### src/gfsr_pkg.sv
// Shared types, sizes and codes of the lagged XOR word generator.
`default_nettype none

package gfsr_pkg;

	// Table geometry and feedback tap.
	localparam int TABLE_WORDS = 98;
	localparam int TAP_OFFSET  = 27;
	localparam int TAP_MOD     = TAP_OFFSET % TABLE_WORDS;
	localparam int PTR_W       = $clog2(TABLE_WORDS);

	// Field widths of the request and response items.
	localparam int WORD_W  = 32;
	localparam int IDX_W   = 7;
	localparam int RANGE_W = 31;

	// Iteration counter of the remainder unit.
	localparam int DIV_CNT_W = $clog2(WORD_W + 1);

	// Request kinds.
	typedef enum logic [1:0] {
		KIND_LOAD_WORD  = 2'd0,
		KIND_LOAD_PTR   = 2'd1,
		KIND_DRAW_RAW   = 2'd2,
		KIND_DRAW_RANGE = 2'd3
	} req_kind_t;

	// Controller states.
	typedef enum logic [2:0] {
		ST_IDLE,
		ST_EXEC,
		ST_XOR,
		ST_DIV,
		ST_FINISH
	} state_t;

	// One request item.
	typedef struct packed {
		logic [1:0]         req_type;
		logic [IDX_W-1:0]   word_index;
		logic [WORD_W-1:0]  seed_value;
		logic [RANGE_W-1:0] range_low;
		logic [RANGE_W-1:0] range_high;
	} req_t;

	// One response item.
	typedef struct packed {
		logic [WORD_W-1:0] draw_value;
		logic              status;
	} rsp_t;

	// Commands from the controller to the datapath.
	typedef struct packed {
		logic capture;
		logic mem_load;
		logic ptr_load;
		logic advance;
		logic commit;
		logic div_start;
		logic rsp_load;
	} cmd_t;

	// Status from the datapath to the controller.
	typedef struct packed {
		req_kind_t kind;
		logic      range_err;
		logic      div_done;
	} sts_t;

endpackage

`default_nettype wire

### src/gfsr_ctrl.sv
// Controller state machine: sequences each item and owns both handshakes.
`default_nettype none

module gfsr_ctrl (
	input  wire logic           clk,
	input  wire logic           arst_n,
	input  wire logic           req_valid,
	output logic                req_ready,
	output logic                rsp_valid,
	input  wire logic           rsp_ready,
	input  wire gfsr_pkg::sts_t sts,
	output gfsr_pkg::cmd_t      cmd
);

	gfsr_pkg::state_t state_q;
	gfsr_pkg::state_t state_d;
	logic             rsp_valid_q;
	logic             out_free;

	// The response register can take a new item once the old one is gone.
	assign out_free = !rsp_valid_q || rsp_ready;

	// State register.
	always_ff @(posedge clk or negedge arst_n) begin
		if (!arst_n) begin
			state_q <= gfsr_pkg::ST_IDLE;
		end else begin
			state_q <= state_d;
		end
	end

	// Next state.
	always_comb begin
		state_d = state_q;
		unique case (state_q)
			gfsr_pkg::ST_IDLE: begin
				if (req_valid) begin
					state_d = gfsr_pkg::ST_EXEC;
				end
			end
			gfsr_pkg::ST_EXEC: begin
				unique case (sts.kind)
					gfsr_pkg::KIND_DRAW_RAW: begin
						state_d = gfsr_pkg::ST_XOR;
					end
					gfsr_pkg::KIND_DRAW_RANGE: begin
						state_d = sts.range_err ? gfsr_pkg::ST_FINISH : gfsr_pkg::ST_XOR;
					end
					default: begin
						state_d = gfsr_pkg::ST_FINISH;
					end
				endcase
			end
			gfsr_pkg::ST_XOR: begin
				state_d = (sts.kind == gfsr_pkg::KIND_DRAW_RANGE) ?
					gfsr_pkg::ST_DIV : gfsr_pkg::ST_FINISH;
			end
			gfsr_pkg::ST_DIV: begin
				if (sts.div_done) begin
					state_d = gfsr_pkg::ST_FINISH;
				end
			end
			gfsr_pkg::ST_FINISH: begin
				if (out_free) begin
					state_d = gfsr_pkg::ST_IDLE;
				end
			end
			default: begin
				state_d = gfsr_pkg::ST_IDLE;
			end
		endcase
	end

	// Commands to the datapath.
	always_comb begin
		cmd       = '0;
		req_ready = 1'b0;
		unique case (state_q)
			gfsr_pkg::ST_IDLE: begin
				req_ready   = 1'b1;
				cmd.capture = req_valid;
			end
			gfsr_pkg::ST_EXEC: begin
				unique case (sts.kind)
					gfsr_pkg::KIND_LOAD_WORD:  cmd.mem_load = 1'b1;
					gfsr_pkg::KIND_LOAD_PTR:   cmd.ptr_load = 1'b1;
					gfsr_pkg::KIND_DRAW_RAW:   cmd.advance  = 1'b1;
					gfsr_pkg::KIND_DRAW_RANGE: cmd.advance  = !sts.range_err;
					default:                   cmd.advance  = 1'b0;
				endcase
			end
			gfsr_pkg::ST_XOR: begin
				cmd.commit    = 1'b1;
				cmd.div_start = (sts.kind == gfsr_pkg::KIND_DRAW_RANGE);
			end
			gfsr_pkg::ST_DIV: begin
				cmd = '0;
			end
			gfsr_pkg::ST_FINISH: begin
				cmd.rsp_load = out_free;
			end
			default: begin
				cmd = '0;
			end
		endcase
	end

	// Response valid flag.
	always_ff @(posedge clk or negedge arst_n) begin
		if (!arst_n) begin
			rsp_valid_q <= 1'b0;
		end else if (cmd.rsp_load) begin
			rsp_valid_q <= 1'b1;
		end else if (rsp_ready) begin
			rsp_valid_q <= 1'b0;
		end
	end

	assign rsp_valid = rsp_valid_q;

endmodule

`default_nettype wire

### config.mk
export PLATFORM = sky130hd
export DESIGN_NAME = gfsr_ctrl
export DESIGN_NICKNAME = d
export VERILOG_FILES = /design/src/gfsr_pkg.sv /design/src/gfsr_ctrl.sv
export SDC_FILE = /design/constraint.sdc
export NUM_CORES = 1
export LEC_CHECK = 0
export BUFFER_PORTS_ARGS = -buffer_cell sky130_fd_sc_hd__buf_2
export CORE_AREA = 2 2 39 41
export DETAILED_ROUTE_END_ITERATION = 7
export DIE_AREA = 0 0 41 43
export HOLD_SLACK_MARGIN = 0.15
export PLACE_DENSITY = 0.49
export SLEW_MARGIN = 40
export SYNTH_ARGS = -nofsm -noshare
export SYNTH_HDL_FRONTEND = slang
export SYNTH_SLANG_ARGS = --single-unit
### constraint.sdc
create_clock -name clk -period 1.1 [get_ports clk]
set_clock_uncertainty 0.15 [all_clocks]
set_input_delay 0 -clock clk [delete_from_list [all_inputs] [get_ports clk]]
set_output_delay 0 -clock clk [all_outputs]
set_load 0.01 [all_outputs]
Word-level counts from Yosys, hierarchy flattened
Index checks and enable logic that the tools add are counted.
Widths: inputs -> output; s select.
{"block": "totals", "register_bits": 4, "output_inout_bits": 9}
{"block": "op_classes", "eq_ne": 10, "mux": 17, "n_reduce_logical": 7}
{"cell": "$mux 3", "n": 6}
{"cell": "$pmux 3 s5", "n": 1}
{"cell": "$mux 1", "n": 7}
{"cell": "$eq 3x2->1 const B", "n": 2}
{"cell": "$ne 2x2->1 const B", "n": 3}
{"cell": "$pmux 3 s2", "n": 1}
{"cell": "$eq 2x2->1 const B", "n": 2}
{"cell": "$eq 3x1->1 const B", "n": 1}
{"cell": "$eq 3x3->1 const B", "n": 1}
{"cell": "$logic_not 3->1", "n": 1}
{"cell": "$reduce_and 3->1", "n": 1}
{"cell": "$eq 2x1->1 const B", "n": 1}
{"cell": "$logic_not 1->1", "n": 2}
{"cell": "$logic_not 2->1", "n": 1}
{"cell": "$mux 2", "n": 1}
{"cell": "$pmux 1 s2", "n": 1}
{"cell": "$reduce_bool 2->1", "n": 1}
{"cell": "$logic_or 1x1->1", "n": 1}

Depth between registers and ports, before layout
{"block": "logic_depth", "word_depth": 4, "ltp_mapped": 4, "depth_no_buf": 3}

Worst setup path after synthesis
Ideal clock, no wire load.
{"block": "synth_path", "path_kind": "register to output", "startpoint": "register state_q[2]", "endpoint": "output cmd[6] in the netlist's numbering", "arrival_time_ps": 1065, "required_time_ps": 950, "slack_ps": -115, "path_stages_with_launch": 4, "path_cell_list": "dfrtp_1 buf_2 nor3_1 and2_1"}
{"item": "from (decl)", "line_no": "gfsr_ctrl.sv:15", "source": "gfsr_pkg::state_t state_q;"}
{"item": "from (signal assigned)", "line_no": "gfsr_ctrl.sv:26", "source": "state_q <= gfsr_pkg::ST_IDLE;"}
{"item": "from (signal assigned)", "line_no": "gfsr_ctrl.sv:28", "source": "state_q <= state_d;"}
{"item": "to (decl)", "line_no": "gfsr_ctrl.sv:12", "source": "output gfsr_pkg::cmd_t cmd"}

==> out/results.ini <==
[worst_setup_path]
crit_type = reg2out
crit_fanout = 5
path_buf_inv = 2
critical_path_required_ns = 0.95
start_kind = register
r2r_cells = 4
end_kind = primary output
slowest_delay_ns = 0.41
worst-path-stages = 4
cp_slowest_cell = dfrtp_1
crit_arrival_ns = 1.17
path_cells = buf_4 -> nand2_1 -> nor3b_2 -> buf_2
crit_family = flip-flops

[clock_tree]
cts.sinks = 4
cts_tree = done
root_buffer = clkbuf_4
htreeDepth = 1
cts_inserted_buffers = 3
clk_latency_ns = 0.24
ctsHoldBuffers = 4
cts_buffer_depth = 2
clk_pin_slew_ns = 0.04

[synth]
yosysWarnings = 0
synth_top_cells_by_area = dfrtp_1, nand2_1, a21oi_1, nor3_1, nor2_1
synth_most_common_cell = nand2_1
synth-main-ff-cell = dfrtp_1
syn_nets = 41
synth_common_cells = nand2_1, dfrtp_1, nor2_1
syn_area_per_cell_sq_um = 7.85
synth_edf_count = 0
ys_types = 18
netlist_area_sq_um = 259
ys_seq_area_share_pct = 38.6
yosysTopAreaCell = dfrtp_1
synth_top_area_share_pct = 38.6
synthCells = 33
async_flop_share_pct = 100
synth-seq-cells = 4

[detailed_routing]
drt-wirelength-per-cell_um = 9.55
drtAntennaViolNets = 0
via_per_inst = 4.38
drtPass1Iterations = 2
wl_um = 726
vias = 333
drt_iter0_drc = 2
drcViolationCount = 0

[place]
place_congestion = 0.772
io_buffers = 16
dp_hpwl_um = 554
place_ws_ns = -0.113

[outcome]
status = complete, but fails checks
violations = negative hold slack, negative setup slack

[floorplanning]
rows = 14
initial_core_util_pct = 18.7
die_height_um = 43
dieArea_sq_um = 1760
io_pins = 17
die_x_um = 41
core_area_sq_um = 1380

[flow_run]
cap_violations = 0

[finish]
area.sequential_sq_um = 103
num_antenna_cells = 0
drive_above_1_share_pct = 51.7
areaGrowthSynthToFinish_pct = 86.0
multi_input_area_sq_um = 179
num-nets-final = 70
nFillCells = 159

[timing]
setup_ws_ns = -0.217
fmax_mhz = 759
finalWorstPathRequiredPeriod_ns = 1.32
hold_viol_final = 3
fin_crit_sh_pct = 120
rsz0062_at_grt = true
worstMarginPinSlew_ns = 0.220
timing.slew.headroom_pct = 85.2
hold_ws_ns = -0.0800
setup_viol = 11
slew_violations = 0

[global_route]
grt_pass1_wl_mm = 1.22
grt_max_degree = 9
grt_overflow = 0
grt_pass1_vias = 299
gr-usage-all-layers_pct = 10.2
antenna_found_initial = 0

[pwr]
max-vdd-ir-drop_uv = 943
p_total_mw = 1.00
cellLeakagePower_nw = 0.245
p_per_area_nw_per_um2 = 2080

[hold_path]
hold_path_class = in2reg
min_path_cells = 3

where the power goes:
group,internal [mW],switching (mW)
sequential,0.205,0.0768
clock,0.122,0.0596
combinational,0.287,0.250
metrics by stage:
| stage | instances | utilization [%] | instance area, sq um | TNS [ns] |
|---|---|---|---|---|
| after global routing | 76 | 34.8 | 482 | -2.53 |
| after global placement | 67 | 28.5 | 394 | -0.336 |
| final | 76 | 34.8 | 482 | -1.65 |
| after CTS | 75 | 34.3 | 474 | -1.84 |
| after detailed placement | 67 | 28.5 | 394 | -0.395 |
| after floorplan | 33 | - | 277 | -0.0569 |
sequential cells by signal (all words and copies together), names as in the netlist:
signal / cells
state_q: 3
rsp_valid: 1
cell type report:
class | instances | share of cell area, %
multi-input cells | 28 | 37.1
repair buffers | 25 | 32.7
flip-flops and latches | 4 | 21.3
clock buffers | 3 | 4.68
well taps | 16 | 4.16
per-layer routing:
metal  vias to the layer above  GRT usage (%)  part of all wire [%]
met5                         -              0                     0
met2                        16           13.1                    40
met4                         0           2.00                     0
met3                         0           6.28                   9.9
met1                       147           14.2                    50
li1                        170              -                     -
cell families after synthesis:
| group | Yosys count | share of synthesized area (%) |
|---|---|---|
| simple gates | 21 | 41.5 |
| compound gates | 7 | 17.9 |
| flops | 4 | 38.6 |
| buf+inv | 1 | 1.93 |
path summary, 6_finish.rpt:
kind,start,end,slack (ns)
setup / recovery,state_q[0]$_DFFE_PN0P_,cmd[4],-0.22
hold / removal,rsp_ready,rsp_valid$_DFFE_PN0P_,-0.08
setup reg to reg,state_q[1]$_DFFE_PN0P_,state_q[2]$_DFFE_PN0P_,-0.11
hold reg to reg,state_q[2]$_DFFE_PN0P_,rsp_valid$_DFFE_PN0P_,0.47
max in group asynchronous,arst_n,state_q[1]$_DFFE_PN0P_,0.10
min in group asynchronous,arst_n,rsp_valid$_DFFE_PN0P_,0.50
cell usage in the layout, fill, tap and decap left out:
| master | instances |
|---|---|
| buf_2 | 16 |
| nand2_1 | 5 |
| buf_4 | 5 |
| dlygate4sd3_1 | 4 |
| nor2_1 | 3 |
| a21oi_1 | 3 |
| clkbuf_4 | 3 |
| nor3_2 | 2 |
| dfrtp_1 | 2 |
| dfrtp_2 | 2 |
| nand2b_4 | 1 |
| nor2_2 | 1 |
| nor3b_2 | 1 |
| a21boi_1 | 1 |
| and3_1 | 1 |
| nor2b_1 | 1 |
| and2_1 | 1 |
| nor3_1 | 1 |
| nand2b_1 | 1 |
| and2b_1 | 1 |
| o21bai_1 | 1 |
| nand3_1 | 1 |
| o31ai_1 | 1 |
| o22a_1 | 1 |
| nand3b_1 | 1 |
repair_timing:
| item | CTS | global route |
|---|---|---|
| cloned | 0 | 0 |
| pin swaps | 3 | 0 |
| endpoints found under the setup margin | 11 | 11 |
| buffers inserted | 1 | 1 |
| hold endpoints to repair | 10 | 3 |
| gates resized for setup | 4 | 0 |
tightest hold or removal path, delay by kind of cell:
kind	cells	cell delay [ns]
buffers and inverters	1	0.08
and+or+nand+nor	2	0.18
(Power assumes the default switching activity.)
